$ cat config.mk
export PLATFORM = sky130hd
export DESIGN_NAME = angle_bang_bang_position_control
export DESIGN_NICKNAME = d
export VERILOG_FILES = /design/src/hdl/abbg_pkg.sv /design/src/hdl/abbg_cfg.sv /design/src/hdl/abbg_scale.sv /design/src/hdl/abbg_ctrl.sv /design/src/hdl/angle_bang_bang_position_control.sv
export SDC_FILE = /design/constraint.sdc
export NUM_CORES = 1
export LEC_CHECK = 0
export BUFFER_PORTS_ARGS = -buffer_cell sky130_fd_sc_hd__buf_2
export CORE_ASPECT_RATIO = 0.75
export CORE_MARGIN = 3
export CORE_UTILIZATION = 60
export CTS_CLUSTER_DIAMETER = 30
export DETAILED_ROUTE_END_ITERATION = 8
export PLACE_DENSITY = 0.79
export SLEW_MARGIN = 10
export SYNTH_ARGS = -nofsm -noshare
export SYNTH_HDL_FRONTEND = slang
export SYNTH_SLANG_ARGS = --single-unit
$ cat constraint.sdc
create_clock -name clk -period 7.68 [get_ports clk]
set_input_delay 1.152 -clock clk [delete_from_list [all_inputs] [get_ports clk]]
set_output_delay 1.152 -clock clk [all_outputs]
set_load 0.02 [all_outputs]
$ cat src/hdl/abbg_pkg.sv
// ----------------------------------------------------------------------------
// abbg_pkg
// Shared types and constants for the angle bang-bang position controller.
// ----------------------------------------------------------------------------
`default_nettype none

package abbg_pkg;

  // angle scaling
  localparam logic [9:0] ANGLE_OFFSET      = 10'd100;
  localparam int         COUNTS_PER_DEGREE = 4;
  localparam logic [7:0] MAX_DEG           = 8'd180;
  localparam logic [7:0] WRAP_LIMIT        = 8'd200;

  // position loop
  localparam logic [7:0] DOWN_OFFSET = 8'd15;
  localparam logic [7:0] FULL_DRIVE  = 8'd255;

  // configuration reset values
  localparam logic [9:0]  OC_THRESHOLD_RST    = 10'd512;
  localparam logic [15:0] TRIP_TICKS_RST      = 16'd50;
  localparam logic [15:0] RELEASE_TICKS_RST   = 16'd20;
  localparam logic [7:0]  DEAD_BAND_START_RST = 8'd2;
  localparam logic [7:0]  DEAD_BAND_HOLD_RST  = 8'd5;

  localparam int CFG_IDX_W  = 3;
  localparam int CFG_DATA_W = 16;

  typedef enum logic [CFG_IDX_W-1:0] {
    REG_OC_THRESHOLD    = 3'd0,
    REG_TRIP_TICKS      = 3'd1,
    REG_RELEASE_TICKS   = 3'd2,
    REG_DEAD_BAND_START = 3'd3,
    REG_DEAD_BAND_HOLD  = 3'd4
  } reg_idx_t;

  typedef enum logic {
    ACT_TICK = 1'b0,
    ACT_LOAD = 1'b1
  } action_t;

  typedef enum logic [2:0] {
    ST_STOP        = 3'd0,
    ST_UP          = 3'd1,
    ST_DOWN        = 3'd2,
    ST_DONE        = 3'd3,
    ST_OVERCURRENT = 3'd4
  } status_t;

  typedef struct packed {
    logic       action;
    logic [9:0] current_sample;
    logic [9:0] angle_sample;
    logic [7:0] target_angle;
    logic [7:0] repeat_count;
    logic       enable;
  } in_t;

  typedef struct packed {
    logic [7:0] drive;
    logic       pull_direction;
    logic [2:0] motor_status;
    logic [7:0] angle_degrees;
    logic [7:0] position_error;
  } out_t;

  typedef struct packed {
    logic [9:0]  oc_threshold;
    logic [15:0] trip_ticks;
    logic [15:0] release_ticks;
    logic [7:0]  dead_band_start;
    logic [7:0]  dead_band_hold;
  } cfg_t;

endpackage

`default_nettype wire

$ cat src/hdl/abbg_cfg.sv
// ----------------------------------------------------------------------------
// abbg_cfg
// Configuration register file, written through a plain write port.
// ----------------------------------------------------------------------------
`default_nettype none

module abbg_cfg (
  input  wire logic                            clk,
  input  wire logic                            rst_n,
  input  wire logic                            cfg_we,
  input  wire logic [abbg_pkg::CFG_IDX_W-1:0]  cfg_index,
  input  wire logic [abbg_pkg::CFG_DATA_W-1:0] cfg_data,
  output abbg_pkg::cfg_t                       cfg
);
  import abbg_pkg::*;

  cfg_t cfg_r;

  always_ff @(posedge clk) begin
    if (!rst_n) begin
      cfg_r.oc_threshold    <= OC_THRESHOLD_RST;
      cfg_r.trip_ticks      <= TRIP_TICKS_RST;
      cfg_r.release_ticks   <= RELEASE_TICKS_RST;
      cfg_r.dead_band_start <= DEAD_BAND_START_RST;
      cfg_r.dead_band_hold  <= DEAD_BAND_HOLD_RST;
    end else if (cfg_we) begin
      unique case (cfg_index)
        REG_OC_THRESHOLD:    cfg_r.oc_threshold    <= cfg_data[9:0];
        REG_TRIP_TICKS:      cfg_r.trip_ticks      <= cfg_data;
        REG_RELEASE_TICKS:   cfg_r.release_ticks   <= cfg_data;
        REG_DEAD_BAND_START: cfg_r.dead_band_start <= cfg_data[7:0];
        REG_DEAD_BAND_HOLD:  cfg_r.dead_band_hold  <= cfg_data[7:0];
        default: ;
      endcase
    end
  end

  assign cfg = cfg_r;

endmodule

`default_nettype wire

$ cat src/hdl/abbg_scale.sv
// ----------------------------------------------------------------------------
// abbg_scale
// Converts an angle sensor sample to whole degrees with clamping.
// ----------------------------------------------------------------------------
`default_nettype none

module abbg_scale (
  input  wire logic [9:0] angle_sample,
  output logic      [7:0] angle_deg
);
  import abbg_pkg::*;

  logic [9:0] diff;
  logic [9:0] quot;

  assign diff = angle_sample - ANGLE_OFFSET;
  assign quot = 10'(diff / COUNTS_PER_DEGREE);

  always_comb begin
    if (angle_sample < ANGLE_OFFSET) begin
      angle_deg = '0;
    end else if (quot > {2'b00, WRAP_LIMIT}) begin
      // sensor wrapped past its range
      angle_deg = '0;
    end else if (quot > {2'b00, MAX_DEG}) begin
      angle_deg = MAX_DEG;
    end else begin
      angle_deg = quot[7:0];
    end
  end

endmodule

`default_nettype wire

$ cat src/hdl/abbg_ctrl.sv
// ----------------------------------------------------------------------------
// abbg_ctrl
// Controller state: overcurrent trip, bang-bang position loop and repeats.
// ----------------------------------------------------------------------------
`default_nettype none

module abbg_ctrl (
  input  wire logic           clk,
  input  wire logic           rst_n,
  input  wire logic           step,
  input  abbg_pkg::in_t       item,
  input  abbg_pkg::cfg_t      cfg,
  input  wire logic [7:0]     angle_deg,
  output abbg_pkg::out_t      res
);
  import abbg_pkg::*;

  logic [15:0] ocnt_r, ocnt_nxt;
  logic [7:0]  angle_r, angle_nxt;
  logic [7:0]  sp_r, sp_nxt;
  logic [7:0]  base_r, base_nxt;
  logic [7:0]  reps_r, reps_nxt;
  logic        moving_r, moving_nxt;
  status_t     status_r, status_nxt;
  logic [7:0]  err_r, err_nxt;
  logic [7:0]  best_r, best_nxt;
  logic [15:0] timer_r, timer_nxt;
  logic [7:0]  db_r, db_nxt;
  logic        up_next_r, up_next_nxt;
  logic [7:0]  drive_r, drive_nxt;
  logic        dir_r, dir_nxt;

  logic        over;
  logic [15:0] ocnt_inc;
  logic        trip;
  logic [7:0]  down_sp;

  assign over     = item.current_sample > cfg.oc_threshold;
  assign ocnt_inc = (ocnt_r == 16'hFFFF) ? ocnt_r : ocnt_r + 16'd1;
  assign trip     = over && (cfg.trip_ticks != '0) && (ocnt_inc == cfg.trip_ticks);
  assign down_sp  = (base_r >= DOWN_OFFSET) ? base_r - DOWN_OFFSET : '0;

  always_comb begin
    ocnt_nxt    = ocnt_r;
    angle_nxt   = angle_r;
    sp_nxt      = sp_r;
    base_nxt    = base_r;
    reps_nxt    = reps_r;
    moving_nxt  = moving_r;
    status_nxt  = status_r;
    err_nxt     = err_r;
    best_nxt    = best_r;
    timer_nxt   = timer_r;
    db_nxt      = db_r;
    up_next_nxt = up_next_r;
    drive_nxt   = drive_r;
    dir_nxt     = dir_r;

    if (item.action == ACT_LOAD) begin
      sp_nxt      = item.target_angle;
      base_nxt    = item.target_angle;
      reps_nxt    = item.repeat_count;
      moving_nxt  = item.enable;
      db_nxt      = cfg.dead_band_start;
      best_nxt    = '0;
      up_next_nxt = 1'b0;
      if (!item.enable) begin
        status_nxt = ST_STOP;
        drive_nxt  = '0;
      end
    end else begin
      angle_nxt = angle_deg;
      if (over) begin
        ocnt_nxt = ocnt_inc;
        if (trip) begin
          moving_nxt = 1'b0;
          status_nxt = ST_OVERCURRENT;
          sp_nxt     = '0;
          reps_nxt   = '0;
          ocnt_nxt   = '0;
        end
      end else begin
        ocnt_nxt = '0;
      end

      if (!moving_nxt) begin
        drive_nxt = '0;
      end else begin
        // moving is still set, so no trip happened and sp_r is current
        if ({1'b0, angle_deg} + {1'b0, db_r} <= {1'b0, sp_r}) begin
          err_nxt    = sp_r - angle_deg;
          dir_nxt    = 1'b1;
          drive_nxt  = FULL_DRIVE;
          status_nxt = ST_UP;
        end else if (angle_deg > db_r && angle_deg - db_r >= sp_r) begin
          err_nxt = angle_deg - sp_r;
          dir_nxt = 1'b0;
          if (timer_r == cfg.release_ticks) begin
            // drive only while the error keeps shrinking
            drive_nxt = (err_nxt < best_r) ? FULL_DRIVE : '0;
            if (err_nxt < best_r || best_r == '0) begin
              best_nxt = err_nxt;
            end
            timer_nxt = '0;
          end else begin
            timer_nxt = timer_r + 16'd1;
          end
          status_nxt = ST_DOWN;
        end else begin
          drive_nxt  = '0;
          db_nxt     = cfg.dead_band_hold;
          status_nxt = ST_DONE;
        end

        // automatic down/up repetition once the target is held
        if (reps_r != '0 && status_nxt == ST_DONE) begin
          db_nxt = cfg.dead_band_start;
          if (up_next_r) begin
            sp_nxt      = base_r;
            up_next_nxt = 1'b0;
            reps_nxt    = reps_r - 8'd1;
          end else begin
            sp_nxt      = down_sp;
            up_next_nxt = 1'b1;
            best_nxt    = '0;
          end
        end
      end
    end
  end

  always_ff @(posedge clk) begin
    if (!rst_n) begin
      ocnt_r    <= '0;
      angle_r   <= '0;
      sp_r      <= '0;
      base_r    <= '0;
      reps_r    <= '0;
      moving_r  <= 1'b0;
      status_r  <= ST_STOP;
      err_r     <= '0;
      best_r    <= '0;
      timer_r   <= '0;
      db_r      <= DEAD_BAND_START_RST;
      up_next_r <= 1'b0;
      drive_r   <= '0;
      dir_r     <= 1'b0;
    end else if (step) begin
      ocnt_r    <= ocnt_nxt;
      angle_r   <= angle_nxt;
      sp_r      <= sp_nxt;
      base_r    <= base_nxt;
      reps_r    <= reps_nxt;
      moving_r  <= moving_nxt;
      status_r  <= status_nxt;
      err_r     <= err_nxt;
      best_r    <= best_nxt;
      timer_r   <= timer_nxt;
      db_r      <= db_nxt;
      up_next_r <= up_next_nxt;
      drive_r   <= drive_nxt;
      dir_r     <= dir_nxt;
    end
  end

  // result reports the state after this transaction
  always_comb begin
    res.drive          = drive_nxt;
    res.pull_direction = dir_nxt;
    res.motor_status   = status_nxt;
    res.angle_degrees  = angle_nxt;
    res.position_error = err_nxt;
  end

`ifndef NO_ASSERTIONS
  a_drive_levels: assert property (@(posedge clk) disable iff (!rst_n)
    drive_r == '0 || drive_r == FULL_DRIVE)
    else $error("drive level is neither off nor full");

  a_disabled_off: assert property (@(posedge clk) disable iff (!rst_n)
    !moving_r |-> drive_r == '0)
    else $error("drive on while movement disabled");

  a_trip_stops: assert property (@(posedge clk) disable iff (!rst_n)
    step && item.action == ACT_TICK && trip |=> !moving_r && status_r == ST_OVERCURRENT)
    else $error("overcurrent trip did not stop the motor");
`endif

endmodule

`default_nettype wire

$ cat src/hdl/angle_bang_bang_position_control.sv
// ----------------------------------------------------------------------------
// angle_bang_bang_position_control
// On/off angle position controller with overcurrent trip and auto repeat.
// ----------------------------------------------------------------------------
//   channel   ports                               direction
//   input     in_valid / in_ready / in_data       tick or load command in
//   result    out_valid / out_ready / out_data    one result per transaction
//   config    cfg_we / cfg_index / cfg_data       register write, no wait
//
// One transaction per cycle sustained while results are taken; an accepted
// input is held in the input register, then the controller update writes its
// result into the result register, where it becomes valid. Reset is
// synchronous and clears all control state and the configuration to its
// defaults. A stalled result holds in the result register while the input
// register still takes one more item.
// ----------------------------------------------------------------------------
`default_nettype none

module angle_bang_bang_position_control (
  input  wire logic                            clk,
  input  wire logic                            rst_n,
  input  wire logic                            in_valid,
  output logic                                 in_ready,
  input  abbg_pkg::in_t                        in_data,
  output logic                                 out_valid,
  input  wire logic                            out_ready,
  output abbg_pkg::out_t                       out_data,
  input  wire logic                            cfg_we,
  input  wire logic [abbg_pkg::CFG_IDX_W-1:0]  cfg_index,
  input  wire logic [abbg_pkg::CFG_DATA_W-1:0] cfg_data
);
  import abbg_pkg::*;

  logic  s1_v_r;
  in_t   s1_data_r;
  logic  out_v_r;
  out_t  out_data_r;
  logic  adv;
  cfg_t  cfg;
  logic [7:0] angle_deg;
  out_t  res;

  assign adv      = s1_v_r && (!out_v_r || out_ready);
  assign in_ready = !s1_v_r || adv;

  abbg_cfg u_cfg (
    .clk       (clk),
    .rst_n     (rst_n),
    .cfg_we    (cfg_we),
    .cfg_index (cfg_index),
    .cfg_data  (cfg_data),
    .cfg       (cfg)
  );

  abbg_scale u_scale (
    .angle_sample (s1_data_r.angle_sample),
    .angle_deg    (angle_deg)
  );

  abbg_ctrl u_ctrl (
    .clk       (clk),
    .rst_n     (rst_n),
    .step      (adv),
    .item      (s1_data_r),
    .cfg       (cfg),
    .angle_deg (angle_deg),
    .res       (res)
  );

  always_ff @(posedge clk) begin
    if (!rst_n) begin
      s1_v_r  <= 1'b0;
      out_v_r <= 1'b0;
    end else begin
      if (in_ready) begin
        s1_v_r <= in_valid;
      end
      if (adv) begin
        out_v_r <= 1'b1;
      end else if (out_ready) begin
        out_v_r <= 1'b0;
      end
    end
  end

  always_ff @(posedge clk) begin
    if (in_ready && in_valid) begin
      s1_data_r <= in_data;
    end
    if (adv) begin
      out_data_r <= res;
    end
  end

  assign out_valid = out_v_r;
  assign out_data  = out_data_r;

`ifndef NO_ASSERTIONS
  a_stage_holds: assert property (@(posedge clk) disable iff (!rst_n)
    s1_v_r && !adv |=> s1_v_r && $stable(s1_data_r))
    else $error("input stage dropped a waiting transaction");

  a_result_source: assert property (@(posedge clk) disable iff (!rst_n)
    $rose(out_v_r) |-> $past(s1_v_r))
    else $error("result appeared with no transaction behind it");

  a_result_holds: assert property (@(posedge clk) disable iff (!rst_n)
    out_v_r && !out_ready |=> out_v_r && $stable(out_data_r))
    else $error("stalled result changed before it was taken");
`endif

endmodule

`default_nettype wire
After elaboration in Yosys (flattened, before gate mapping)

Cells that the tools add are included.

Flip-flop bits (word level): 228
Input port bits: 62

$add $sub $neg: 9
Magnitude comparators: 9
Eq/ne operators: 10
Mux-type cells: 68
Bitwise logic cells: 2
Reductions and logical operators: 29

Operator list:

| cell                    | count |
|---|---|
| $mux W8                 | 41 |
| $mux W16                | 4 |
| $add A16 B1 Y16 const B | 2 |
| $eq A16 B16 Y1          | 2 |
| $mux W3                 | 8 |
| $sub A8 B8 Y8           | 3 |
| $eq A16 B16 Y1 const B  | 1 |
| $gt A8 B8 Y1 const B    | 2 |
| $reduce_and A2 Y1       | 8 |
| $reduce_bool A16 Y1     | 1 |
| $mux W1                 | 15 |
| $gt A10 B10 Y1          | 1 |
| $lt A10 B7 Y1 const B   | 1 |
| $sub A10 B7 Y10 const B | 1 |
| $add A8 B8 Y9           | 1 |
| $eq A3 B2 Y1 const B    | 3 |
| $le A9 B8 Y1            | 1 |
| $ge A8 B4 Y1 const B    | 1 |
| $ge A8 B8 Y1            | 1 |
| $gt A8 B8 Y1            | 1 |
| $logic_not A8 Y1        | 1 |
| $lt A8 B8 Y1            | 1 |
| $reduce_bool A8 Y1      | 1 |
| $sub A8 B1 Y8 const B   | 1 |
| other kinds (13)        | 25 |

Longest topological paths before layout

Gate-level depths: netlist of the first run.

Depth in word-level cells: 17
Mapped depth: 32
Mapped depth without buffers: 30

Cells and area by module

A second synthesis of the first run with hierarchy kept.

Cell total of the unflattened synthesis: 1,434
Area total of the unflattened synthesis: 13,091.3 um2

Modules (own cells, without submodules):

| module                           | instances | cells each | area each (um2) | sequential area each (um2) |
|---|---|---|---|---|
| abbg_ctrl                        | 1         | 1,072      | 8,296.7         | 2,042.0 |
| abbg_cfg                         | 1         | 218        | 2,224.6         | 1,161.1 |
| angle_bang_bang_position_control | 1         | 75         | 2,085.8         | 2,021.9 |
| abbg_scale                       | 1         | 69         | 484.2           | 0.0 |

Worst setup path after synthesis of the first run

Ideal clock, no wire load.

Path type: register -> register
Start: register s1_data_r[19] (netlist name)
End: register u_ctrl.timer_r[10]
Data arrival time: 5,891 ps
Data required time: 7,562 ps
Path slack: 1,671 ps
Cell stages (with the launch flop): 32
Buffers on the path: 2
Period minus slack after synthesis: 6,009 ps
Cells stage by stage: edfxtp_1 -> inv_1 -> ha_1 -> nand2b_1 -> a31oi_1 -> nor2b_1 -> a21oi_1 -> mux2i_1 -> o22ai_1 -> and2_1 -> nand2b_1 -> inv_1 -> ha_1 -> a21oi_1 -> nor2_1 -> nor2_1 -> nor2b_1 -> o21ai_0 -> nand2_1 -> a21oi_1 -> o21ai_0 -> xnor2_1 -> ha_1 -> nand3_1 -> o21bai_1 -> o221ai_1 -> or2_2 -> clkbuf_1 -> nand2_1 -> o41ai_1 -> buf_2 -> nor2_1

Longest elaborated chain between the ends: 9
Elaborated cells between the ends (all ways): 15
Those cells by class: 3 x add/sub; 6 x order compare; 3 x mux; 1 x bitwise; 2 x reduce/logical

RTL lines:

| element                                                            | RTL line                               | text |
|---|---|---|
| start, declared                                                    | angle_bang_bang_position_control.sv:35 | `in_t s1_data_r;` |
| start signal, assigned                                             | angle_bang_bang_position_control.sv:88 | `s1_data_r <= in_data;` |
| $sub A10 B7 Y10                                                    | abbg_scale.sv:16                       | `assign diff = angle_sample - ANGLE_OFFSET;` |
| $gt A8 B8 Y1                                                       | abbg_scale.sv:25                       | `end else if (quot > {2'b00, MAX_DEG}) begin` |
| $mux W8                                                            | abbg_scale.sv:25                       |  |
| $mux W8                                                            | abbg_scale.sv:22                       | `end else if (quot > {2'b00, WRAP_LIMIT}) begin` |
| $mux W8 *                                                          | abbg_scale.sv:20                       | `if (angle_sample < ANGLE_OFFSET) begin` |
| $add A8 B8 Y9 or $sub A8 B8 Y8 (tied branches)                     | abbg_ctrl.sv:90, abbg_ctrl.sv:95       |  |
| $le A9 B8 Y1 or $ge A8 B8 Y1 (tied branches)                       | abbg_ctrl.sv:90, abbg_ctrl.sv:95       |  |
| $not A1 Y1 (no source line) or $logic_and A1 B1 Y1 (tied branches) | --                                     |  |
| $reduce_and A5 Y1 (no source line) *                               | --                                     |  |
| end signal, assigned                                               | abbg_ctrl.sv:158                       | `timer_r <= timer_nxt;` |
| end, declared                                                      | abbg_ctrl.sv:27                        | `logic [15:0] timer_r, timer_nxt;` |

Every way passes the cells marked *; elsewhere a longest branch is shown, timed or not.
A chain may end at the register's enable or synchronous reset.

Final worst setup path of the first run

Start: register s1_data_r[20] (netlist name)
End: register u_ctrl.best_r[2]

Longest elaborated chain between the ends: 17
Elaborated cells between the ends (all ways): 30
Those cells by class: 4 x add/sub; 7 x order compare; 1 x eq/ne; 15 x mux; 3 x reduce/logical

RTL lines:

| element              | RTL line         | text |
|---|---|---|
| $sub A10 B7 Y10      | abbg_scale.sv:16 |  |
| $gt A8 B8 Y1         | abbg_scale.sv:25 |  |
| $mux W8              | abbg_scale.sv:25 |  |
| $mux W8              | abbg_scale.sv:22 |  |
| $mux W8 *            | abbg_scale.sv:20 |  |
| $sub A8 B8 Y8        | abbg_ctrl.sv:95  | `end else if (angle_deg > db_r && angle_deg - db_r >= sp_r) begin` |
| $ge A8 B8 Y1         | abbg_ctrl.sv:95  |  |
| $logic_and A1 B1 Y1  | abbg_ctrl.sv:95  |  |
| $mux W1              | abbg_ctrl.sv:95  |  |
| $mux W3              | abbg_ctrl.sv:90  | `if ({1'b0, angle_deg} + {1'b0, db_r} <= {1'b0, sp_r}) begin` |
| $mux W3              | abbg_ctrl.sv:86  | `if (!moving_nxt) begin` |
| $mux W3              | abbg_ctrl.sv:59  | `if (item.action == ACT_LOAD) begin` |
| $eq A3 B2 Y1         | abbg_ctrl.sv:116 | `if (reps_r != '0 && status_nxt == ST_DONE) begin` |
| $logic_and A1 B1 Y1  | abbg_ctrl.sv:116 |  |
| $mux W8 *            | abbg_ctrl.sv:116 |  |
| $mux W8 *            | abbg_ctrl.sv:86  |  |
| $mux W8 *            | abbg_ctrl.sv:59  |  |
| end signal, assigned | abbg_ctrl.sv:157 | `best_r <= best_nxt;` |
| end, declared        | abbg_ctrl.sv:26  | `logic [7:0] best_r, best_nxt;` |

Every way passes the cells marked *; elsewhere a longest branch is shown, timed or not. The select of a mux whose other input is x is not followed.

==> reports/metrics.csv, run 1 <==
metric,value,unit
slowest cell on the critical path,sky130_fd_sc_hd__o311ai_1,
final-report max-slew violation count,0,
hold-critical path endpoint,u_cfg.cfg[11],
share of post-route cells with drive strength above 1,12.9,%
xor and xnor area share after synthesis,5.06,%
clock transition at the registers of the reported paths,0.05,ns
number of vias after detailed routing,11200,
multiplexer fraction of the synthesized cell area,1.54,%
Mapped Avg Cell Area,8.71,µm²
Synth Area in Adders,7.86,%
count of max-cap constraint violations,0,
hold slack,0.454,ns
die extent in y,132,µm
sum of negative setup slack,0,ns
crit path launch type,flip-flop,
total of flip-flops plus latches after synthesis,226,
Iter 0 DRT Violations,1056,
via count of the first global-routing pass,10300,
wire length of the first global-routing pass,54.1,mm
compound-cell area share of the yosys netlist,19.4,%
total design power,3.66,mW
DR pass1 iterations,5,
antenna violations before repair,0,
"basic-gate share of the synthesized area counting and, or, nand and nor cells",20.1,%
Total Die Area,0.0229,mm²
min Tclk post-route,7.02,ns
setup slack of the worst register-to-register path,0.66,ns
Cells after Synth,1451,
cell row count,45,
reported leakage power,5.51,nW
Util after Layout,71.1,%
total length of routed met3 wires,3.56,mm
startpoint of the worst register-to-register path,s1_data_r[20],
highest clock frequency the design can meet,142,MHz
TritonCTS clock tree,yes,
Met1 Wirelength,15.6,mm
commonest register cell after synthesis,sky130_fd_sc_hd__dfxtp_1,
count of fill cells added during filler insertion,1605,
Area Growth Syn to Fin,14.9,%
Critical Path Fanout Max,10,
clock insertion delay at the later pin of the skew report,0.54,ns
hold crit path type,flip-flop to flip-flop,
H-tree lvl count,2,
largest cells by area after synthesis,"sky130_fd_sc_hd__dfxtp_1 26%, sky130_fd_sc_hd__edfxtp_1 15%, sky130_fd_sc_hd__ha_1 7.2%, sky130_fd_sc_hd__nand2_1 6.4%, sky130_fd_sc_hd__a21oi_1 5.2%",
average via count per standard cell,6.13,
Synth top area share,25.7,%
clock skew,0.0282,ns
number of CTS-inserted buffers,38,
clk sink count,226,
number of endpoints failing setup at the final stage,0,
kind of capture point of the worst setup path,flip-flop,
biggest area consumer among synthesized cells,sky130_fd_sc_hd__dfxtp_1,
Final Net Count,1649,
Max-Slew Margin vs Limit,23.3,%
Ports,92,
worst reg2reg endpoint,u_ctrl.best_r[2],
hold wc startpoint,u_cfg.cfg[11],
top layer in use,met4,
Synth async-reset ratio,0,%
"Warnings, synthesis",0,
worst endpoint required time,8.04,ns
power density cells,252,mW/mm²
placeable core region,0.0204,mm²
result of the run,completed,
clock tree root buffer cell,sky130_fd_sc_hd__clkbuf_16,
largest net degree at the start of global routing,93,
final worst slack,0.662,ns
cell area after synthesis,0.0126,mm²
number of nets with antenna violations after detailed routing,0,
starting density of the core,61.8,%
worst slack at placement,0.537,ns
commonest cells in the synthesized netlist,"216 x sky130_fd_sc_hd__nand2_1, 162 x sky130_fd_sc_hd__dfxtp_1, 131 x sky130_fd_sc_hd__a21oi_1, 81 x sky130_fd_sc_hd__inv_1, 77 x sky130_fd_sc_hd__nor2_1",
number of resized instances in the post-cts repair step,0,
nets in the synthesized netlist,1590,
Final Hold Fails,0,
routed length on met2,14.0,mm
gp weighted congestion,0.955,
largest family of logic cells by synthesized area,simple AND/OR/NAND/NOR gates,
top-count cell post-synth,sky130_fd_sc_hd__nand2_1,
deepest clock path buffer count,3,
crit path DAT,7.38,ns
Worst Reg-to-Reg Cells,29,
total congestion overflow after global routing,0,
Residual DRC,0,
number of flops mapped to enable cells by yosys,64,
fraction of the cycle the final worst path needs,91.4,%
input/output buffers,89,
count of cell types in the netlist,80,
Antenna Cells,0,
biggest cell delay along the critical path,0.69,ns
combined global-route utilization of all metal layers,28.9,%
Setup CP Type,flip-flop to flip-flop,
post-cts hold buffer count,0,
setup fix buffers added after clock tree synthesis,0,
unrepaired setup endpoints after global routing,false,
die width,174,µm
Cells on Worst Hold Path,2,
beginning of the critical path,s1_data_r[20],
Post-Route WL,33.9,mm
estimated wirelength of the detail-placed design,24.0,mm
worst vdd rail ir drop,0.176,mV
Tightest Pin Transition,1.14,ns
sequential share of the synthesized area,40.9,%
WL per Instance,18.6,µm
stage by stage:
stage                     area [µm²]  cells
after floorplan                12600   1451
after global placement         13200   1752
after detailed placement       13200   1752
after CTS                      14500   1822
after global routing           14500   1822
final                          14500   1822
final cells by class:
type                       count  area [µm²]  share of cell area, %
inverter                      81         304                   2.09
timing repair buffer         101         536                   3.69
multi-input combinational   1062        6860                   47.2
clock inverter                26         320                   2.20
sequential                   226        5160                   35.6
tap                          282         353                   2.43
clock buffer                  44         993                   6.84
sequential cells by signal, indices dropped and copies added, names as in the netlist, 16 cells and up:
| register | cells |
|---|---|
| s1_data_r | 36 |
| out_data | 28 |
| u_cfg.cfg | 58 |
| u_ctrl.timer_r | 16 |
| u_ctrl.ocnt_r | 16 |
metal layers:
layer,GRT usage [%],vias to the layer above
met3,6.18,71
met5,0,-
met4,8.21,0
li1,-,5353
met2,41.5,542
met1,43.8,5207
power by group:
group          internal (mW)  total [mW]  leakage, nW  switching, mW
Clock                   1.06        1.70        0.615          0.640
Combinational          0.243       0.663         2.96          0.420
Sequential              1.27        1.30         1.94         0.0291
Total                   2.57        3.66         5.51           1.09
worst max-delay path by stage:
| stage | slack [ns] | end | cells after the start |
|---|---|---|---|
| final | 0.66 | u_ctrl.best_r[2] | 29 |
| after global routing | 0.09 | u_ctrl.db_r[1] | 30 |
| after CTS | 0.48 | u_ctrl.best_r[2] | 30 |
| after detailed placement | 0.54 | u_ctrl.best_r[2] | 30 |
| after global placement | 0.68 | u_ctrl.best_r[1] | 29 |
| after floorplan | 1.67 | u_ctrl.timer_r[10] | 31 |
worst max-delay path: cells and delay by family (launching register included):
| kind | cells | cell delay, ns |
|---|---|---|
| multiplexers | 1 | 0.27 |
| AO/OA/AOI/OAI | 14 | 3.34 |
| XOR/XNOR | 1 | 0.09 |
| buffers and inverters | 2 | 0.37 |
| adder cells (fa/ha/maj) | 3 | 0.76 |
| AND/OR/NAND/NOR | 8 | 1.59 |
| flip-flops | 1 | 0.46 |
cells by family (layout without fill, tap and decap cells):
kind of cell	after synthesis	after routing
adders and majority gates	77	77
muxes	19	19
xor gates and xnor gates	73	73
buffers and inverters	163	252
DFF	226	226
and+or+nand+nor	516	516
AOI/OAI and AO/OA	377	377
layout by cell type, fill, tap and decap left out, types with 38 or more instances in the layout:
cell / synthesis / layout
sky130_fd_sc_hd__clkbuf_16: 0 / 38
sky130_fd_sc_hd__nand3_1: 47 / 47
sky130_fd_sc_hd__dfxtp_1: 162 / 162
sky130_fd_sc_hd__edfxtp_1: 64 / 64
sky130_fd_sc_hd__o21ai_0: 60 / 60
sky130_fd_sc_hd__xnor2_1: 56 / 56
sky130_fd_sc_hd__buf_2: 13 / 89
sky130_fd_sc_hd__ha_1: 73 / 73
sky130_fd_sc_hd__inv_1: 81 / 79
sky130_fd_sc_hd__a21oi_1: 131 / 131
sky130_fd_sc_hd__nand2_1: 216 / 216
sky130_fd_sc_hd__nor2_1: 77 / 76
(Power assumes the default switching activity.)
==> run 2: changes to the inputs <==
==> constraint.sdc (replaced) <==
create_clock -name clk -period 6.6 [get_ports clk]
set_input_delay 0.99 -clock clk [delete_from_list [all_inputs] [get_ports clk]]
set_output_delay 0.99 -clock clk [all_outputs]
set_load 0.02 [all_outputs]
==> run 2 against run 1 <==
Sequential share of layout area down 0.59 points. Flip-flop and latch count unchanged. Count of clock-buffer cells in the layout up 2. Final area up 1.7%. Clock skew down 0.0096 ns. Clock power up 25%. Cell count up 0.93%. Die area unchanged. Global-route usage down 0.18 points. Non-clock buffer count up 13. Critical path depth down 1. Sequential power up 16%. Largest cell class unchanged. Highest routed layer unchanged.
==> reports/metrics.csv, run 2 (synthesized netlist as in run 1, its figures left out) <==
metric,value,unit
hold slack,0.455,ns
Antenna Cells,0,
Max-Slew Margin vs Limit,16.4,%
routed length on met2,14.3,mm
input/output buffers,89,
Total Die Area,0.0229,mm²
die width,174,µm
number of endpoints failing setup at the final stage,0,
worst vdd rail ir drop,0.200,mV
crit path launch type,flip-flop,
deepest clock path buffer count,3,
multi-input logic area,0.00690,mm²
total congestion overflow after global routing,0,
starting density of the core,61.8,%
Post-Route WL,33.9,mm
Final Hold Fails,0,
fraction of the cycle the final worst path needs,93.6,%
gp weighted congestion,0.991,
critical path's top delay family,compound AO/OA/AOI/OAI gates,
final-report max-slew violation count,0,
result of the run,completed,
average via count per standard cell,6.12,
share of post-route cells with drive strength above 1,14.7,%
power density cells,300,mW/mm²
Iter 0 DRT Violations,1093,
TritonCTS clock tree,yes,
number of CTS-inserted buffers,40,
estimated wirelength of the detail-placed design,24.1,mm
final design area excluding fillers,0.0148,mm²
Area Growth Syn to Fin,16.9,%
clock transition at the registers of the reported paths,0.06,ns
placeable core region,0.0204,mm²
slowest cell on the critical path,sky130_fd_sc_hd__edfxtp_1,
sum of negative setup slack,0,ns
number of vias after detailed routing,11300,
antenna violations before repair,0,
Residual DRC,0,
Met1 Wirelength,15.4,mm
clock skew,0.0185,ns
worst endpoint required time,7.06,ns
clock tree root buffer cell,sky130_fd_sc_hd__clkbuf_16,
die extent in y,132,µm
CP bufs+invs,3,
Ports,92,
largest net degree at the start of global routing,98,
reported leakage power,5.65,nW
"number of standard cells in the layout, taps in and fillers out",1839,
Tightest Pin Transition,1.24,ns
crit path DAT,6.64,ns
via count of the first global-routing pass,10400,
hold crit path type,flip-flop to flip-flop,
min Tclk post-route,6.18,ns
register cell area after layout,0.00516,mm²
wire length of the first global-routing pass,53.8,mm
number of nets with antenna violations after detailed routing,0,
highest clock frequency the design can meet,162,MHz
count of max-cap constraint violations,0,
post-cts hold buffer count,0,
combined global-route utilization of all metal layers,28.7,%
biggest cell delay along the critical path,0.44,ns
clock insertion delay at the later pin of the skew report,0.52,ns
max reg flops,58,
count of fill cells added during filler insertion,1589,
Util after Layout,72.3,%
count of placed standard cells including taps,1765,
kind of capture point of the worst setup path,flip-flop,
top layer in use,met4,
most frequent cells in the layout,"215 x sky130_fd_sc_hd__nand2_1, 162 x sky130_fd_sc_hd__dfxtp_1, 130 x sky130_fd_sc_hd__a21oi_1, 89 x sky130_fd_sc_hd__buf_2, 79 x sky130_fd_sc_hd__inv_1",
Setup CP Type,flip-flop to flip-flop,
H-tree lvl count,2,
cell row count,45,
"most common cell after layout, fill and taps aside",sky130_fd_sc_hd__nand2_1,
WL per Instance,18.4,µm
Critical Path Fanout Max,10,
clk sink count,226,
DR pass1 iterations,6,
post-placement cell area,0.0133,mm²
Final Net Count,1664,
total length of routed met3 wires,3.52,mm
-- run 2: changes by cell type in the layout (fill, tap and decap cells not counted), sizes merged --
cell	delta
buf	+13
clkbuf	+2
clkinv	-2
clkinvlp	-3
inv	+7
-- run 2: cell type report --
type                       count  share of cell area, %
multi-input combinational   1062                   46.7
sequential                   226                   35.0
inverter                      81                   2.06
tap                          282                   2.39
timing repair buffer         114                   4.29
clock buffer                  46                   7.57
clock inverter                28                   2.02
-- run 2: path summary, 6_finish.rpt --
path | slack [ns] | cells past startpoint | start | to
worst min register to register | 0.45 | 2 | u_ctrl.err_r[3] | u_ctrl.err_r[3]
worst max-delay path | 0.42 | 28 | s1_data_r[19] | u_ctrl.best_r[3]
worst min-delay path | 0.45 | 2 | u_ctrl.err_r[3] | u_ctrl.err_r[3]
worst max register to register | 0.42 | 28 | s1_data_r[19] | u_ctrl.best_r[3]
-- run 2: layer usage --
layer / vias up / track usage (%)
li1: 5380 / -
met1: 5335 / 41.7
met2: 475 / 42.0
met3: 67 / 8.00
met4: 0 / 8.21
met5: - / 0
-- run 2: where the power goes --
part           switching (mW)  total, mW  internal [mW]
Combinational           0.487      0.795          0.309
Sequential             0.0342       1.51           1.47
Clock                   0.762       2.13           1.37
Total                    1.28       4.43           3.15
-- run 2: what timing repair did --
| item | 4_1_cts | 5_1_grt |
|---|---|---|
| endpoints found under the setup margin | 0 | 79 |
| setup buffers | 0 | 0 |
| resized for setup | 0 | 16 |
-- run 2: worst register-to-register path: cells and delay by family, from the launching register on --
kind / cells / cell delay [ns]
AO/OA/AOI/OAI: 14 / 2.95
adder cells (fa/ha/maj): 4 / 1.10
AND/OR/NAND/NOR: 5 / 1.00
flip-flops: 1 / 0.44
XOR/XNOR: 2 / 0.37
buffers and inverters: 3 / 0.26
-- run 2: metrics by stage --
stage               total power [mW]  setup WS, ns
finish                          4.43         0.425
global route                    4.62       -0.0139
CTS                             4.43         0.254
detailed placement              2.30         0.300
global placement                2.28         0.383
floorplan                       2.06         0.591
